**src/pwm_tpc_pkg.sv**
```systemverilog
// ----------------------------------------------------------------------------
// PWM timing prescaler calculator - shared definitions
// Field widths, reset values, result codes and default parameter values.
// ----------------------------------------------------------------------------
package pwm_tpc_pkg;

   localparam int unsigned DEF_CHANNELS    = 8;
   localparam int unsigned DEF_MAX_COUNT   = 8191;
   localparam int unsigned DEF_MAX_DIVIDER = 7;

   localparam int unsigned CH_W     = 3;
   localparam int unsigned TIME_W   = 31;
   localparam int unsigned RATE_W   = 30;
   localparam int unsigned STATUS_W = 2;
   localparam int unsigned MASK_W   = 8;

   // tick length in ps fits 40 bits, time in ps fits 41 bits
   localparam int unsigned TICK_W  = 40;
   localparam int unsigned PNUM_W  = 41;
   localparam int unsigned SCALE_W = 10;

   localparam logic [RATE_W-1:0]  RATE_RESET = 30'd26_000_000;
   localparam logic [TICK_W-1:0]  PS_PER_S   = 40'd1_000_000_000_000;
   localparam logic [SCALE_W-1:0] PS_PER_NS  = 10'd1000;

   typedef enum logic [STATUS_W-1:0] {
      STATUS_OK       = 2'd0,
      STATUS_POLARITY = 2'd1,
      STATUS_PERIOD   = 2'd2
   } status_type;

endpackage

```
**src/pwm_tpc_div.sv**
```systemverilog
// ----------------------------------------------------------------------------
// PWM timing prescaler calculator - shared divider
// Restoring unsigned divider, one quotient bit per cycle. Loads on start,
// pulses done for one cycle when the quotient is ready.
// ----------------------------------------------------------------------------
module pwm_tpc_div #(
   parameter int unsigned WIDTH = 49
) (
   input  logic             clock,
   input  logic             reset,
   input  logic             start,
   input  logic [WIDTH-1:0] dividend,
   input  logic [WIDTH-1:0] divisor,
   output logic             done,
   output logic [WIDTH-1:0] quotient
);

   localparam int unsigned CNT_W = $clog2(WIDTH);

   logic             run_ff;
   logic             done_ff;
   logic [CNT_W-1:0] cnt_ff;
   logic [WIDTH-1:0] rem_ff;
   logic [WIDTH-1:0] quo_ff;
   logic [WIDTH-1:0] den_ff;

   logic [WIDTH:0]   trial;
   logic [WIDTH:0]   diff;
   logic             borrow;

   // shift the next dividend bit into the partial remainder and try a subtract
   assign trial  = {rem_ff, quo_ff[WIDTH-1]};
   assign diff   = trial - {1'b0, den_ff};
   assign borrow = diff[WIDTH];

   always_ff @(posedge clock) begin
      if (reset) begin
         run_ff  <= 1'b0;
         done_ff <= 1'b0;
         cnt_ff  <= '0;
      end else begin
         done_ff <= 1'b0;
         if (start) begin
            run_ff <= 1'b1;
            cnt_ff <= '0;
            quo_ff <= dividend;
            rem_ff <= '0;
            den_ff <= divisor;
         end else if (run_ff) begin
            rem_ff <= borrow ? trial[WIDTH-1:0] : diff[WIDTH-1:0];
            quo_ff <= {quo_ff[WIDTH-2:0], ~borrow};
            cnt_ff <= cnt_ff + 1'b1;
            if (cnt_ff == CNT_W'(WIDTH - 1)) begin
               run_ff  <= 1'b0;
               done_ff <= 1'b1;
            end
         end
      end
   end

   assign done     = done_ff;
   assign quotient = quo_ff;

endmodule

```
**src/pwm_timing_prescaler_calc_unit.sv**
```systemverilog
// Timing: refused, stop and out-of-range requests give their result in the cycle after start.
// A run request takes dv + 3 divisions on the shared divider, dv being the divider found:
// the tick length, one period division per divider tried, then the duty; a period too
// long stops after MAX_DIVIDER + 2 divisions.
// Throughput: one request at a time, set by the shared divider; results never stall.
// Reset: clock rate returns to 26 MHz, all channel run bits clear, block idle.
// ----------------------------------------------------------------------------
// PWM timing prescaler calculator
// Works out tick length, divider exponent, period and duty counts for one
// channel request and keeps the per-channel run mask.
// ----------------------------------------------------------------------------
module pwm_timing_prescaler_calc_unit
   import pwm_tpc_pkg::*;
#(
   parameter int unsigned CHANNELS    = DEF_CHANNELS,
   parameter int unsigned MAX_COUNT   = DEF_MAX_COUNT,
   parameter int unsigned MAX_DIVIDER = DEF_MAX_DIVIDER,
   localparam int unsigned CNT_W      = $clog2(MAX_COUNT + 1),
   localparam int unsigned DIV_W      = (MAX_DIVIDER < 1) ? 1 : $clog2(MAX_DIVIDER + 1)
) (
   input  logic                clock,
   input  logic                reset,
   input  logic                csr_wr_en,
   input  logic [RATE_W-1:0]   csr_wr_data,
   input  logic                start,
   output logic                busy,
   input  logic [CH_W-1:0]     req_channel,
   input  logic                req_enable_request,
   input  logic                req_inverted_polarity,
   input  logic [TIME_W-1:0]   req_period_time,
   input  logic [TIME_W-1:0]   req_duty_time,
   output logic                rsp_valid,
   output logic [STATUS_W-1:0] rsp_status,
   output logic                rsp_timing_written,
   output logic [DIV_W-1:0]    rsp_clock_divider,
   output logic [CNT_W-1:0]    rsp_period_count,
   output logic [CNT_W-1:0]    rsp_duty_count,
   output logic [MASK_W-1:0]   rsp_enable_mask
);

   localparam int unsigned NW = 42 + MAX_DIVIDER;

   typedef enum logic [2:0] {
      S_IDLE,
      S_TICK_GO,
      S_TICK,
      S_PER_GO,
      S_PER,
      S_DUTY_GO,
      S_DUTY
   } state_type;

   state_type            state_ff, state_in;
   logic [RATE_W-1:0]    rate_ff;
   logic [CHANNELS-1:0]  run_ff, run_in;
   logic [CHANNELS-1:0]  ch_sel_ff, ch_sel_in;
   logic [PNUM_W-1:0]    pnum_ff, pnum_in;
   logic [PNUM_W-1:0]    dnum_ff, dnum_in;
   logic [NW-1:0]        den_ff, den_in;
   logic [DIV_W-1:0]     dv_ff, dv_in;
   logic [CNT_W-1:0]     pcnt_ff, pcnt_in;

   logic                 rsp_valid_ff, rsp_valid_in;
   status_type           rsp_status_ff, rsp_status_in;
   logic                 rsp_written_ff, rsp_written_in;
   logic [DIV_W-1:0]     rsp_div_ff, rsp_div_in;
   logic [CNT_W-1:0]     rsp_pcnt_ff, rsp_pcnt_in;
   logic [CNT_W-1:0]     rsp_dcnt_ff, rsp_dcnt_in;
   logic [MASK_W-1:0]    rsp_mask_ff, rsp_mask_in;

   logic [CHANNELS-1:0]  req_onehot;
   logic [RATE_W-1:0]    rate_eff;
   logic                 div_start;
   logic [NW-1:0]        div_dividend;
   logic [NW-1:0]        div_divisor;
   logic                 div_done;
   logic [NW-1:0]        div_quotient;

   always_comb begin
      for (int i = 0; i < CHANNELS; i++) begin
         req_onehot[i] = (req_channel == CH_W'(i));
      end
   end

   // a zero rate counts as 1 Hz
   assign rate_eff = (rate_ff == '0) ? RATE_W'(1) : rate_ff;

   pwm_tpc_div #(
      .WIDTH (NW)
   ) u_div (
      .clock    (clock),
      .reset    (reset),
      .start    (div_start),
      .dividend (div_dividend),
      .divisor  (div_divisor),
      .done     (div_done),
      .quotient (div_quotient)
   );

   always_comb begin
      state_in       = state_ff;
      run_in         = run_ff;
      ch_sel_in      = ch_sel_ff;
      pnum_in        = pnum_ff;
      dnum_in        = dnum_ff;
      den_in         = den_ff;
      dv_in          = dv_ff;
      pcnt_in        = pcnt_ff;
      rsp_valid_in   = 1'b0;
      rsp_status_in  = rsp_status_ff;
      rsp_written_in = rsp_written_ff;
      rsp_div_in     = rsp_div_ff;
      rsp_pcnt_in    = rsp_pcnt_ff;
      rsp_dcnt_in    = rsp_dcnt_ff;
      rsp_mask_in    = rsp_mask_ff;
      div_start      = 1'b0;
      div_dividend   = '0;
      div_divisor    = '0;

      unique case (state_ff)
         S_IDLE: begin
            if (start) begin
               ch_sel_in      = req_onehot;
               pnum_in        = PNUM_W'(req_period_time) * PNUM_W'(PS_PER_NS);
               dnum_in        = PNUM_W'(req_duty_time) * PNUM_W'(PS_PER_NS);
               dv_in          = '0;
               rsp_status_in  = STATUS_OK;
               rsp_written_in = 1'b0;
               rsp_div_in     = '0;
               rsp_pcnt_in    = '0;
               rsp_dcnt_in    = '0;
               priority if (req_inverted_polarity) begin
                  rsp_status_in = STATUS_POLARITY;
                  rsp_valid_in  = 1'b1;
               end else if (!(|req_onehot)) begin
                  rsp_valid_in = 1'b1;
               end else if (!req_enable_request) begin
                  run_in       = run_ff & ~req_onehot;
                  rsp_valid_in = 1'b1;
               end else begin
                  state_in = S_TICK_GO;
               end
               rsp_mask_in = MASK_W'(run_in);
            end
         end
         S_TICK_GO: begin
            div_start    = 1'b1;
            div_dividend = NW'(PS_PER_S);
            div_divisor  = NW'(rate_eff);
            state_in     = S_TICK;
         end
         S_TICK: begin
            if (div_done) begin
               den_in   = div_quotient;
               state_in = S_PER_GO;
            end
         end
         S_PER_GO: begin
            // round to closest: add half the divisor before dividing
            div_start    = 1'b1;
            div_dividend = NW'(pnum_ff) + (den_ff >> 1);
            div_divisor  = den_ff;
            state_in     = S_PER;
         end
         S_PER: begin
            if (div_done) begin
               if (div_quotient > NW'(MAX_COUNT)) begin
                  if (dv_ff == DIV_W'(MAX_DIVIDER)) begin
                     // drop the request, leave run bits alone
                     rsp_status_in = STATUS_PERIOD;
                     rsp_valid_in  = 1'b1;
                     state_in      = S_IDLE;
                  end else begin
                     dv_in    = dv_ff + 1'b1;
                     den_in   = den_ff << 1;
                     state_in = S_PER_GO;
                  end
               end else begin
                  pcnt_in  = div_quotient[CNT_W-1:0];
                  state_in = S_DUTY_GO;
               end
            end
         end
         S_DUTY_GO: begin
            div_start    = 1'b1;
            div_dividend = NW'(dnum_ff) + (den_ff >> 1);
            div_divisor  = den_ff;
            state_in     = S_DUTY;
         end
         S_DUTY: begin
            if (div_done) begin
               run_in         = run_ff | ch_sel_ff;
               rsp_written_in = 1'b1;
               rsp_div_in     = dv_ff;
               rsp_pcnt_in    = pcnt_ff;
               rsp_dcnt_in    = (div_quotient > NW'(MAX_COUNT)) ?
                                CNT_W'(MAX_COUNT) : div_quotient[CNT_W-1:0];
               rsp_mask_in    = MASK_W'(run_in);
               rsp_valid_in   = 1'b1;
               state_in       = S_IDLE;
            end
         end
         default: begin
            state_in = S_IDLE;
         end
      endcase
   end

   always_ff @(posedge clock) begin
      if (reset) begin
         state_ff     <= S_IDLE;
         rate_ff      <= RATE_RESET;
         run_ff       <= '0;
         rsp_valid_ff <= 1'b0;
      end else begin
         state_ff       <= state_in;
         if (csr_wr_en) begin
            rate_ff <= csr_wr_data;
         end
         run_ff         <= run_in;
         ch_sel_ff      <= ch_sel_in;
         pnum_ff        <= pnum_in;
         dnum_ff        <= dnum_in;
         den_ff         <= den_in;
         dv_ff          <= dv_in;
         pcnt_ff        <= pcnt_in;
         rsp_valid_ff   <= rsp_valid_in;
         rsp_status_ff  <= rsp_status_in;
         rsp_written_ff <= rsp_written_in;
         rsp_div_ff     <= rsp_div_in;
         rsp_pcnt_ff    <= rsp_pcnt_in;
         rsp_dcnt_ff    <= rsp_dcnt_in;
         rsp_mask_ff    <= rsp_mask_in;
      end
   end

   assign busy               = (state_ff != S_IDLE);
   assign rsp_valid          = rsp_valid_ff;
   assign rsp_status         = rsp_status_ff;
   assign rsp_timing_written = rsp_written_ff;
   assign rsp_clock_divider  = rsp_div_ff;
   assign rsp_period_count   = rsp_pcnt_ff;
   assign rsp_duty_count     = rsp_dcnt_ff;
   assign rsp_enable_mask    = rsp_mask_ff;

   a_no_beat_while_busy: assert property (@(posedge clock) disable iff (reset)
      busy |-> !rsp_valid)
      else $error("result beat while a computation is in flight");

   a_busy_ends_in_beat: assert property (@(posedge clock) disable iff (reset)
      (!$past(reset) && $fell(busy)) |-> rsp_valid)
      else $error("computation finished without a result beat");

   a_unwritten_zero: assert property (@(posedge clock) disable iff (reset)
      (rsp_valid && !rsp_timing_written) |->
         (rsp_clock_divider == '0 && rsp_period_count == '0 && rsp_duty_count == '0))
      else $error("timing fields set on a beat that wrote no timing");

   a_written_ok: assert property (@(posedge clock) disable iff (reset)
      (rsp_valid && rsp_timing_written) |->
         (rsp_status == STATUS_OK && rsp_period_count <= CNT_W'(MAX_COUNT)
          && rsp_duty_count <= CNT_W'(MAX_COUNT)))
      else $error("written timing with bad status or count out of range");

endmodule
```
**config.mk**
```make
export PLATFORM = sky130hd
export DESIGN_NAME = pwm_timing_prescaler_calc_unit
export DESIGN_NICKNAME = d
export VERILOG_FILES = /design/src/pwm_tpc_pkg.sv /design/src/pwm_tpc_div.sv /design/src/pwm_timing_prescaler_calc_unit.sv
export SDC_FILE = /design/constraint.sdc
export NUM_CORES = 1
export LEC_CHECK = 0
export BUFFER_PORTS_ARGS = -buffer_cell sky130_fd_sc_hd__buf_2
export CORE_AREA = 2 2 318 226
export CTS_CLUSTER_SIZE = 40
export DETAILED_ROUTE_END_ITERATION = 12
export DIE_AREA = 0 0 320 228
export HOLD_SLACK_MARGIN = 0.15
export MAX_ROUTING_LAYER = met4
export PLACE_DENSITY_LB_ADDON = 0.15
export SLEW_MARGIN = 20
export SYNTH_ARGS = -nofsm -noshare
export SYNTH_HDL_FRONTEND = slang
export SYNTH_SLANG_ARGS = --single-unit
```
**constraint.sdc**
```tcl
create_clock -name clock -period 6.6 [get_ports clock]
set_input_delay 0.99 -clock clock [delete_from_list [all_inputs] [get_ports clock]]
set_output_delay 0.99 -clock clock [all_outputs]
set_load 0.01 [all_outputs]
```
==> summary.md, run 1 <==
| Metric | Value |
|---|---|
| Outcome | completed |
| Vias in the first global route | about 22000 |
| Post-route ant nets | 0 |
| Final hold vios | 0 |
| Ys Warns | 0 |
| Global-route wire length before repair | around 120 mm |
| Worst-skew pair later-pin latency | approximately 0.58 ns |
| Setup crit end | dnum_ff[39]$_DFFE_PP_ |
| Predominant post-synthesis flop cell | edfxtp_1 |
| WP data arrival | 6.17 ns |
| Max clock buf depth | 3 |
| Reg2reg end | u_div.quotient[33]$_DFFE_PP_ |
| Port-buffer cells | around 140 |
| Fillers | around 6500 |
| Synth Instances | roughly 2900 |
| Hold WS | about 0.48 ns |
| Number of enable flip-flop cells after synthesis | 336 |
| Max Fclk | ~170 MHz |
| Initial antenna violation count | 0 |
| Design area | around 34000 um2 |
| Worst Setup SP | req_duty_time[5] |
| DP Area | ~33000 um2 |
| R2R Setup Slk | roughly 1.3 ns |
| Yosys cell types | 85 |
| Post-Route WL | between 70 and 80 mm |
| Post-synth net total | about 3500 |
| Critical path class | in2reg |
| TritonCTS Buffers | 44 |
| Critical path peak fanout | 4 |
| Clk pin slew, worst setup/hold paths | ~0.060 ns |
| DRC errors left | 0 |
| Ratio of cells with drive above 1 in the final layout | between 10% and 20% |
| Hold Path Class | reg2reg |
| LEAKAGE | 14.75 nW |
| DRT iter0 DRCs | around 1600 |
| IO Count | ~140 |
| Period utilisation layout | between 80% and 90% |
| Overall Power | about 13 mW |
| Cts hold-fix bufs | 0 |
| Area Growth Syn to Fin | 10.19% |
| Wirelength per Cell | slightly below 20 um |
| Max VDD drop | approximately 0.22 mV |
| Pre-Repair DR Iteration Count | 5 |
| Total congestion overflow | 0 |
| Clk sinks | 386 |
| CTS tree | done |
| FF-to-FF Start | state_ff[1]$_SDFFE_PP0P_ |
| Post-CTS setup buffers | 0 |
| CORE AREA | around 70000 um2 |
| Largest net degree at the start of global routing | 87 |
| H-tree depth | 2 |
| PD cells | about 370 nW/um2 |
| Avg Cell Area, Syn | between 10 and 15 um2 |
| Layout Nets | approximately 3600 |
| Reg2reg path depth | 14 |
| Vias post-DR | ~22000 |
| Fin Setup TNS | 0 ns |
| Tmin final | 5.867 ns |
| Clock Skew | approximately 0.025 ns |
| Initial Util | 44.28% |
| Clk root buf | clkbuf_16 |
| GRT Resource Usage Total | between 20 and 25% |
| Asr flop ratio synth | 0% |
| Unrepaired setup endpoints after global routing | no |
| Part of the Yosys area used for sequential elements | a little over a third |
| Final GP Congestion | 0.8743 |
| CP Capture Type | register |
| Post-DP HPWL | approximately 60 mm |
| Antenna Cells | 0 |
| Vias per inst | between 5 and 6 |
| CP Launch Type | primary input |
| Max-cap violations | 0 |
| Slew of the pin with the lowest slew margin | around 1.0 ns |
| Cell area after synthesis | just over 30000 um2 |
| Die area | 72960 um2 |
| Setup violators final | 0 |
| Post-cts resize count | 0 |
| Max transition margin | a little under a third |
| #FFs+latches synth | slightly below 400 |
| Slew Viols, Final | 0 |
| Die height | about 230 um |
| Required time worst endpoint | 6.90 ns |
| Core Rows | around 80 |
| Die X | about 320 um |
## cells in the final DEF, fill, tap and decap left out, types with 51 or more instances in the layout
cell type and instances:
mux2_2 85, and2_1 54, a21oi_1 174, xnor2_1 96, ha_1 257, inv_1 390
a21o_1 100, edfxtp_1 336, buf_2 142, nand2_1 146, nor2_1 180, xor2_1 51
mux2i_1 63, fa_1 230, o21ai_0 118
## worst min-delay path by stage
stage                      startpoint                endpoint  slack, ns  depth (start not counted)
2_1_floorplan  run_ff[0]$_SDFFE_PP0P_  run_ff[0]$_SDFFE_PP0P_       0.45                          2
3_3_place_gp   run_ff[1]$_SDFFE_PP0P_  run_ff[1]$_SDFFE_PP0P_       0.46                          2
3_5_place_dp   run_ff[5]$_SDFFE_PP0P_  run_ff[5]$_SDFFE_PP0P_       0.47                          2
4_1_cts        run_ff[5]$_SDFFE_PP0P_  run_ff[5]$_SDFFE_PP0P_       0.48                          2
5_1_grt        run_ff[7]$_SDFFE_PP0P_  run_ff[7]$_SDFFE_PP0P_       0.50                          2
6_report       run_ff[5]$_SDFFE_PP0P_  run_ff[5]$_SDFFE_PP0P_       0.48                          2
## logic make-up after synthesis
logic type | synth area share (%)
compound gates | 14.28
xor+xnor | 4.220
fa+ha+maj | 25.09
buf+inv | 6.079
flops | 35.59
mux | 5.095
simple gates | 9.644
## registers in the layout, indices dropped and copies added (netlist names), 13 cells and up
name              flops
den_ff               49
dnum_ff              38
pcnt_ff              13
pnum_ff              38
rate_ff              30
rsp_duty_count       13
rsp_period_count     13
u_div.den_ff         49
u_div.quotient       49
u_div.rem_ff         49
## worst max-delay path: stages
cell and delay [ns]:
buf_2 0.12, inv_1 0.19, fa_1 0.50, fa_1 0.55, fa_1 0.45, fa_1 0.51, inv_1 0.04, ha_1 0.34
a21o_1 0.20, a2111oi_2 0.46, o21ai_0 0.36, a221o_1 0.48, a31oi_1 0.34, o21bai_1 0.10, a21oi_1 0.22, o21ai_0 0.14
xor2_1 0.16
## per-layer routing
layer  part of all wire, %  global-route usage [%]
met5                     0                       -
met3                   4.5                   2.628
met4                   1.4                   3.727
met1                    51                   33.11
met2                    43                   32.70
## synth_stat cells, types with 6 or more instances
| cell | count | share of area, % |
|---|---|---|
| a211o_1 | 13 | 0.37 |
| a211oi_1 | 19 | 0.46 |
| a211oi_2 | 7 | 0.28 |
| a21o_1 | 100 | 2.4 |
| a21oi_1 | 175 | 2.8 |
| a22o_1 | 43 | 1.2 |
| a31o_2 | 8 | 0.22 |
| a31oi_1 | 20 | 0.40 |
| and2_1 | 54 | 1.1 |
| and3_1 | 19 | 0.38 |
| buf_1 | 10 | 0.12 |
| buf_6 | 6 | 0.22 |
| clkbuf_1 | 78 | 0.94 |
| dfxtp_1 | 50 | 3.2 |
| edfxtp_1 | 336 | 32 |
| fa_1 | 230 | 15 |
| ha_1 | 257 | 10 |
| inv_1 | 390 | 4.7 |
| mux2_2 | 85 | 3.1 |
| mux2i_1 | 63 | 2.0 |
| nand2_1 | 146 | 1.8 |
| nand2b_1 | 23 | 0.46 |
| nand3_1 | 44 | 0.71 |
| nand4_1 | 32 | 0.64 |
| nor2_1 | 184 | 2.2 |
| nor2b_1 | 40 | 0.80 |
| nor3_1 | 32 | 0.51 |
| nor4_1 | 19 | 0.38 |
| o211ai_1 | 21 | 0.51 |
| o21a_1 | 29 | 0.70 |
| o21ai_0 | 118 | 1.9 |
| o21bai_1 | 21 | 0.51 |
| o22ai_1 | 7 | 0.14 |
| o31ai_1 | 9 | 0.22 |
| or3_1 | 6 | 0.12 |
| xnor2_1 | 96 | 2.7 |
| xor2_1 | 51 | 1.4 |
## per-stage QoR
stage          cells  setup WS (ns)  util [%]
6_report        4009         0.7332     48.79
3_5_place_dp    3928         0.2065     46.69
5_1_grt         4009         0.4393     48.79
3_3_place_gp    3928         0.3227     46.69
4_1_cts         4009         0.7970     48.79
2_1_floorplan   2940        0.04719         -
## power by group
part	internal [mW]	leakage, nW	switching, mW
Sequential	3.21	3.51	0.0915
Combinational	2.84	10.5	3.99
Clock	1.50	0.720	1.05
Total	7.54	14.7	5.13
## layout make-up
cell class | instances | area [um2] | share of cell area [%]
clock buffers | 63 | 1265 | 3.684
clock inverters | 18 | 212.7 | 0.6194
inverters | 390 | 1464 | 4.263
multi-input cells | 2064 | 18260 | 53.18
flip-flops and latches | 386 | 11090 | 32.30
well taps | 924 | 1156 | 3.367
repair buffers | 164 | 888.4 | 2.587
Note: power is estimated with default switching activity, not from simulation.
==> run 2: changes to the inputs <==
--- a/config.mk
+++ b/config.mk
@@ -6,10 +6,10 @@
 export NUM_CORES = 1
 export LEC_CHECK = 0
 export BUFFER_PORTS_ARGS = -buffer_cell sky130_fd_sc_hd__buf_2
-export CORE_AREA = 2 2 318 226
+export CORE_AREA = 2 2 425 301
 export CTS_CLUSTER_SIZE = 40
 export DETAILED_ROUTE_END_ITERATION = 12
-export DIE_AREA = 0 0 320 228
+export DIE_AREA = 0 0 427 303
 export HOLD_SLACK_MARGIN = 0.15
 export MAX_ROUTING_LAYER = met4
 export PLACE_DENSITY_LB_ADDON = 0.15
==> summary.md, run 2 (synthesis gave the netlist of run 1 again) <==
| Metric | Value |
|---|---|
| Outcome | completed |
| Post-Layout Cell Count | roughly 4800 |
| Fillers | 13300 |
| Area of the multi-input gates | ~18000 um2 |
| DR WL met3 | between 3 and 4 mm |
| Setup violators final | 0 |
| Clk sinks | 386 |
| Required time worst endpoint | approximately 6.9 ns |
| Comb power frac | a little over half |
| Post-cts resize count | 0 |
| TritonCTS Buffers | 44 |
| FF/Latch Area | approximately 11000 um2 |
| Hold Path Class | reg2reg |
| PD cells | between 300 and 400 nW/um2 |
| CORE AREA | 125200 um2 |
| Power Internal | ~7.5 mW |
| Initial antenna violation count | 7 |
| Port-buffer cells | around 140 |
| Most common cell after layout, fill and taps aside | inv_1 |
| Die X | 427 um |
| IO Count | roughly 140 |
| Core Rows | approximately 110 |
| Max clock buf depth | 3 |
| Slew of the pin with the lowest slew margin | between 1 and 1.5 ns |
| Clock Skew | approximately 0.021 ns |
| Layout Nets | around 3600 |
| Routed wl met2 | ~35 mm |
| Vias per inst | 4.514 |
| Tmin final | approximately 5.8 ns |
| Ratio of cells with drive above 1 in the final layout | 12.02% |
| Unrepaired setup endpoints after global routing | no |
| Sw Ratio | around two fifths |
| Die height | between 300 and 400 um |
| Clk pin slew, worst setup/hold paths | around 0.070 ns |
| Pre-Repair DR Iteration Count | 5 |
| CP Capture Type | register |
| Critical path peak fanout | 5 |
| Final GP Congestion | between 0.8 and 0.9 |
| Largest net degree at the start of global routing | a little under 60 |
| DRC errors left | 0 |
| Fin Setup TNS | 0 ns |
| Slew Viols, Final | 0 |
| Post-route ant nets | 0 |
| Global-route wire length before repair | 137.0 mm |
| Max Fclk | around 170 MHz |
| Final WS setup | ~0.78 ns |
| DP Area | 33870 um2 |
| Period utilisation layout | roughly 88% |
| CP Launch Type | primary input |
| Vias in the first global route | between 20000 and 25000 |
| Initial Util | around a quarter |
| CTS tree | done |
| Total congestion overflow | 0 |
| H-tree depth | 2 |
| Share of power burned in the clock network | between 10% and 20% |
| # placed instances | around 4700 |
| Max-cap violations | 0 |
| Design area | ~35000 um2 |
| Post-DP HPWL | about 70 mm |
| Wirelength per Cell | approximately 18 um |
| DR top layer | met4 |
| LEAKAGE | approximately 15 nW |
| Max transition margin | approximately a quarter |
| Clk root buf | clkbuf_16 |
| Max VDD drop | 0.1815 mV |
| DP Worst Slack | between 0.15 and 0.2 ns |
| GRT Resource Usage Total | between 10% and 20% |
| Sequential group share of total power | a little over a quarter |
| Wl on met1 | approximately 50 mm |
| Commonest non-fill, non-tap cells in the layout | 390 x inv_1, 336 x edfxtp_1, 257 x ha_1, 230 x fa_1, 180 x nor2_1 |
| WP data arrival | between 6 and 7 ns |
| Net switching power figure | 5.267 mW |
| Final hold vios | 0 |
| DRT iter0 DRCs | 1278 |
| Worst-skew pair later-pin latency | roughly 0.60 ns |
| Area Growth Syn to Fin | 13.34% |
| Vias post-DR | about 22000 |
| Post-CTS setup buffers | 0 |
| Cts hold-fix bufs | 0 |
| Die area | approximately 130000 um2 |
| Post-Route WL | between 80 and 90 mm |
| Critical path class | in2reg |
[run 2: critical path: stages]
cell and delay, ns:
buf_2 0.14, fa_1 0.52, fa_1 0.53, inv_1 0.05, fa_1 0.47, fa_1 0.51, inv_1 0.04, ha_1 0.34
o21ai_0 0.24, o21ai_0 0.22, a31oi_1 0.39, o311ai_0 0.23, buf_4 0.20, a211o_1 0.29, nand3_1 0.07, nor3b_1 0.43
o21ai_0 0.15, a21o_1 0.20, xor2_1 0.13
[run 2: worst paths after layout]
kind | endpoint | slack [ns] | cells after the start | from
worst max-delay path | pnum_ff[38]$_DFFE_PP_ | 0.78 | 19 | req_period_time[0]
worst min-delay path | run_ff[4]$_SDFFE_PP0P_ | 0.48 | 2 | run_ff[4]$_SDFFE_PP0P_
worst max register to register | u_div.quotient[33]$_DFFE_PP_ | 1.47 | 14 | state_ff[2]$_SDFFE_PP0P_
worst min register to register | run_ff[4]$_SDFFE_PP0P_ | 0.48 | 2 | run_ff[4]$_SDFFE_PP0P_
[run 2: final cells by class]
class,instances,area share [%]
sequential,386,31.40
multi-input combinational,2064,51.73
antenna,3,0.02125
tap,1665,5.898
clock buffer,59,3.425
clock inverter,23,0.6589
inverter,390,4.145
timing repair buffer,174,2.728
[run 2: power groups by stage]
stage | logic (mW) | registers (mW) | clock network [mW]
floorplan | 5.06 | 3.32 | 0
global placement | 7.03 | 3.39 | 0
detailed placement | 6.94 | 3.39 | 0
CTS | 6.99 | 3.34 | 2.63
global route | 7.85 | 3.36 | 2.73
finish | 6.91 | 3.34 | 2.53
[run 2: routing by layer]
metal,GRT usage [%],up-vias
li1,-,10570
met1,22.65,10550
met2,18.89,317
met3,1.539,67
met4,2.062,0
met5,-,-
[run 2: through the flow]
stage               hold WS (ns)  power [mW]  util [%]
floorplan                 0.4535       8.381         -
global placement          0.4660       10.42     27.05
detailed placement        0.4700       10.33     27.05
CTS                       0.4804       12.96     28.20
global route              0.5027       13.94     28.21
finish                    0.4840       12.78     28.21
==> run 3: changes to the inputs <==
--- a/config.mk
+++ b/config.mk
@@ -5,11 +5,11 @@
 export SDC_FILE = /design/constraint.sdc
 export NUM_CORES = 1
 export LEC_CHECK = 0
-export BUFFER_PORTS_ARGS = -buffer_cell sky130_fd_sc_hd__buf_2
 export CORE_AREA = 2 2 425 301
 export CTS_CLUSTER_SIZE = 40
 export DETAILED_ROUTE_END_ITERATION = 12
 export DIE_AREA = 0 0 427 303
+export DONT_BUFFER_PORTS = 1
 export HOLD_SLACK_MARGIN = 0.15
 export MAX_ROUTING_LAYER = met4
 export PLACE_DENSITY_LB_ADDON = 0.15
==> constraint.sdc (replaced) <==
create_clock -name clock -period 6.6 [get_ports clock]
set_input_delay 0.99 -clock clock [delete_from_list [all_inputs] [get_ports clock]]
set_output_delay 0.99 -clock clock [all_outputs]
set_load 0.005 [all_outputs]
==> summary.md, run 3 (synthesis gave the netlist of run 1 again) <==
| Metric | Value |
|---|---|
| Setup violators final | 0 |
| Unrepaired setup endpoints after global routing | no |
| Power Internal | around 7.5 mW |
| Post-cts resize count | 0 |
| CTS tree | done |
| Vias per inst | 4.541 |
| Tmin final | 5.557 ns |
| CP Capture Type | register |
| Die area | about 130000 um2 |
| Port-buffer cells | 0 |
| Clk pin slew, worst setup/hold paths | roughly 0.07 ns |
| Area Growth Syn to Fin | 11.21% |
| Clk root buf | clkbuf_16 |
| Critical path peak fanout | 5 |
| Max clock buf depth | 3 |
| DRT iter0 DRCs | roughly 1300 |
| Core Rows | ~110 |
| Post-Route WL | between 80 and 90 mm |
| Worst Hold Launch | reset |
| Wirelength per Cell | around 19 um |
| Clock Skew | 0.03439 ns |
| Reg2reg end | u_div.quotient[33]$_DFFE_PP_ |
| Hold Path Class | in2reg |
| Vias post-DR | between 20000 and 25000 |
| CORE AREA | between 100000 and 150000 um2 |
| PD cells | approximately 370 nW/um2 |
| H-tree depth | 2 |
| Critical path class | in2reg |
| Reg2reg path depth | 16 |
| Design area | between 30000 and 40000 um2 |
| Share of power burned in the clock network | between 20% and 30% |
| Worst-skew pair later-pin latency | roughly 0.6 ns |
| Die height | roughly 300 um |
| Slew Viols, Final | 0 |
| Required time worst endpoint | between 6 and 7 ns |
| Vias in the first global route | 21300 |
| WHS Endpoint | run_ff[7]$_SDFFE_PP0P_ |
| Net switching power figure | 5.161 mW |
| Worst-path cell chain | fa_1, fa_1, inv_1, fa_1, fa_1, inv_1, ha_1, o21ai_0, o21ai_0, a31oi_1, o311ai_0, buf_4, a211o_1, nand3_1, nor3b_1, o21ai_0, a21o_1, xor2_1 |
| Most common cell after layout, fill and taps aside | inv_1 |
| Layout Nets | 3505 |
| IO Count | 143 |
| Outcome | completed |
| GRT Resource Usage Total | 13.92% |
| Global-route wire length before repair | 134.6 mm |
| Hold Crit Depth | 1 |
| TritonCTS Buffers | 45 |
| Max transition margin | a little under a third |
| Post-DP HPWL | slightly below 70 mm |
| Period utilisation layout | between 80% and 90% |
| Pre-Repair DR Iteration Count | 5 |
| DP Area | 33140 um2 |
| Max Fclk | 180.0 MHz |
| LEAKAGE | 14.23 nW |
| Post-CTS setup buffers | 0 |
| Most Frequent Cell on Critical Path | fa_1 |
| Max VDD drop | roughly 0.18 mV |
| Die X | between 400 and 500 um |
| Sequential group share of total power | 26.3% |
| WP data arrival | just under 6 ns |
| Post-route ant nets | 0 |
| Total congestion overflow | 0 |
| Ratio of cells with drive above 1 in the final layout | 7.791% |
| Final GP Congestion | 0.8341 |
| Commonest non-fill, non-tap cells in the layout | 390 x inv_1, 336 x edfxtp_1, 257 x ha_1, 230 x fa_1, 180 x nor2_1 |
| Final hold vios | 0 |
| Cell at the slowest stage of the critical path | fa_1 |
| CP Launch Type | primary input |
| DRC errors left | 0 |
| FF-to-FF Start | state_ff[2]$_SDFFE_PP0P_ |
| Fin Setup TNS | 0 ns |
| Max-cap violations | 0 |
| Slew of the pin with the lowest slew margin | a little over 1 ns |
| Largest net degree at the start of global routing | 56 |
| Clk sinks | between 300 and 400 |
| Initial Util | about a quarter |
| R2R Setup Slk | 1.85 ns |
| Cts hold-fix bufs | 0 |
| Sw Ratio | 40.66% |
| Comb power frac | 53.0% |
| Initial antenna violation count | 3 |
| Max incr delay on CP | between 0.5 and 0.6 ns |
==> run 3: cell count changes in the layout (fill, tap and decap cells not counted), moves of 2 or more <==
cell | previous run | this run
clkinv_2 | 10 | 6
clkbuf_1 | 12 | 6
buf_2 | 142 | 0
buf_4 | 31 | 29
clkinvlp_4 | 3 | 5
clkinv_1 | 4 | 7
==> run 3: metrics by stage <==
step	utilization (%)	worst slack (ns)	power, mW	hold WS, ns	instances
5_1_grt	27.68	0.7137	13.87	0.4238	4618
3_5_place_dp	26.47	0.3754	10.19	0.4626	4535
4_1_cts	27.67	1.017	12.89	0.4034	4617
3_3_place_gp	26.47	0.4043	10.24	0.4582	4535
6_report	27.68	1.043	12.69	0.4565	4620
2_1_floorplan	-	0.04719	8.375	0.4535	2940
==> run 3: final cells by class <==
| type | instances | area (um2) |
|---|---|---|
| Inverter | 390 | 1464 |
| Sequential cell | 386 | 11090 |
| Tap cell | 1665 | 2083 |
| Multi-Input combinational cell | 2064 | 18270 |
| Antenna cell | 3 | 7.507 |
| Clock inverter | 27 | 279.0 |
| Timing Repair Buffer | 30 | 237.7 |
| Clock buffer | 55 | 1226 |
| Fill cell | 13250 | 90540 |
==> run 3: metal layers <==
layer  global-route usage [%]  up-vias  part of all wire, %
met5                        -        -                    0
met2                    18.79      302                   40
met1                    21.54    10330                   54
met3                    2.531       66                  4.8
li1                         -    10280                    -
met4                    2.113        0                  1.1
==> run 3: worst max path at each step <==
stage,from,endpoint,cells past startpoint
CTS,req_period_time[6],pnum_ff[38]$_DFFE_PP_,18
finish,req_period_time[0],pnum_ff[38]$_DFFE_PP_,18
detailed placement,req_period_time[6],pnum_ff[38]$_DFFE_PP_,18
floorplan,reset,u_div.quotient[0]$_DFFE_PP_,2
global route,req_period_time[6],pnum_ff[38]$_DFFE_PP_,18
global placement,req_period_time[6],pnum_ff[38]$_DFFE_PP_,18
==> run 3: power by group through the flow <==
| stage | Sequential (mW) | Clock (mW) | Combinational (mW) |
|---|---|---|---|
| after CTS | 3.35 | 2.71 | 6.83 |
| after global placement | 3.40 | 0 | 6.84 |
| final | 3.34 | 2.62 | 6.73 |
| after floorplan | 3.31 | 0 | 5.06 |
| after global routing | 3.37 | 2.80 | 7.70 |
| after detailed placement | 3.40 | 0 | 6.79 |
==> run 3: worst max-delay path, delay by kind of cell <==
kind                     cells  cell delay, ns
buffers and inverters        3            0.28
XOR/XNOR                     1            0.13
AO/OA/AOI/OAI                7            1.67
AND/OR/NAND/NOR              2            0.49
adder cells (fa/ha/maj)      5            2.35
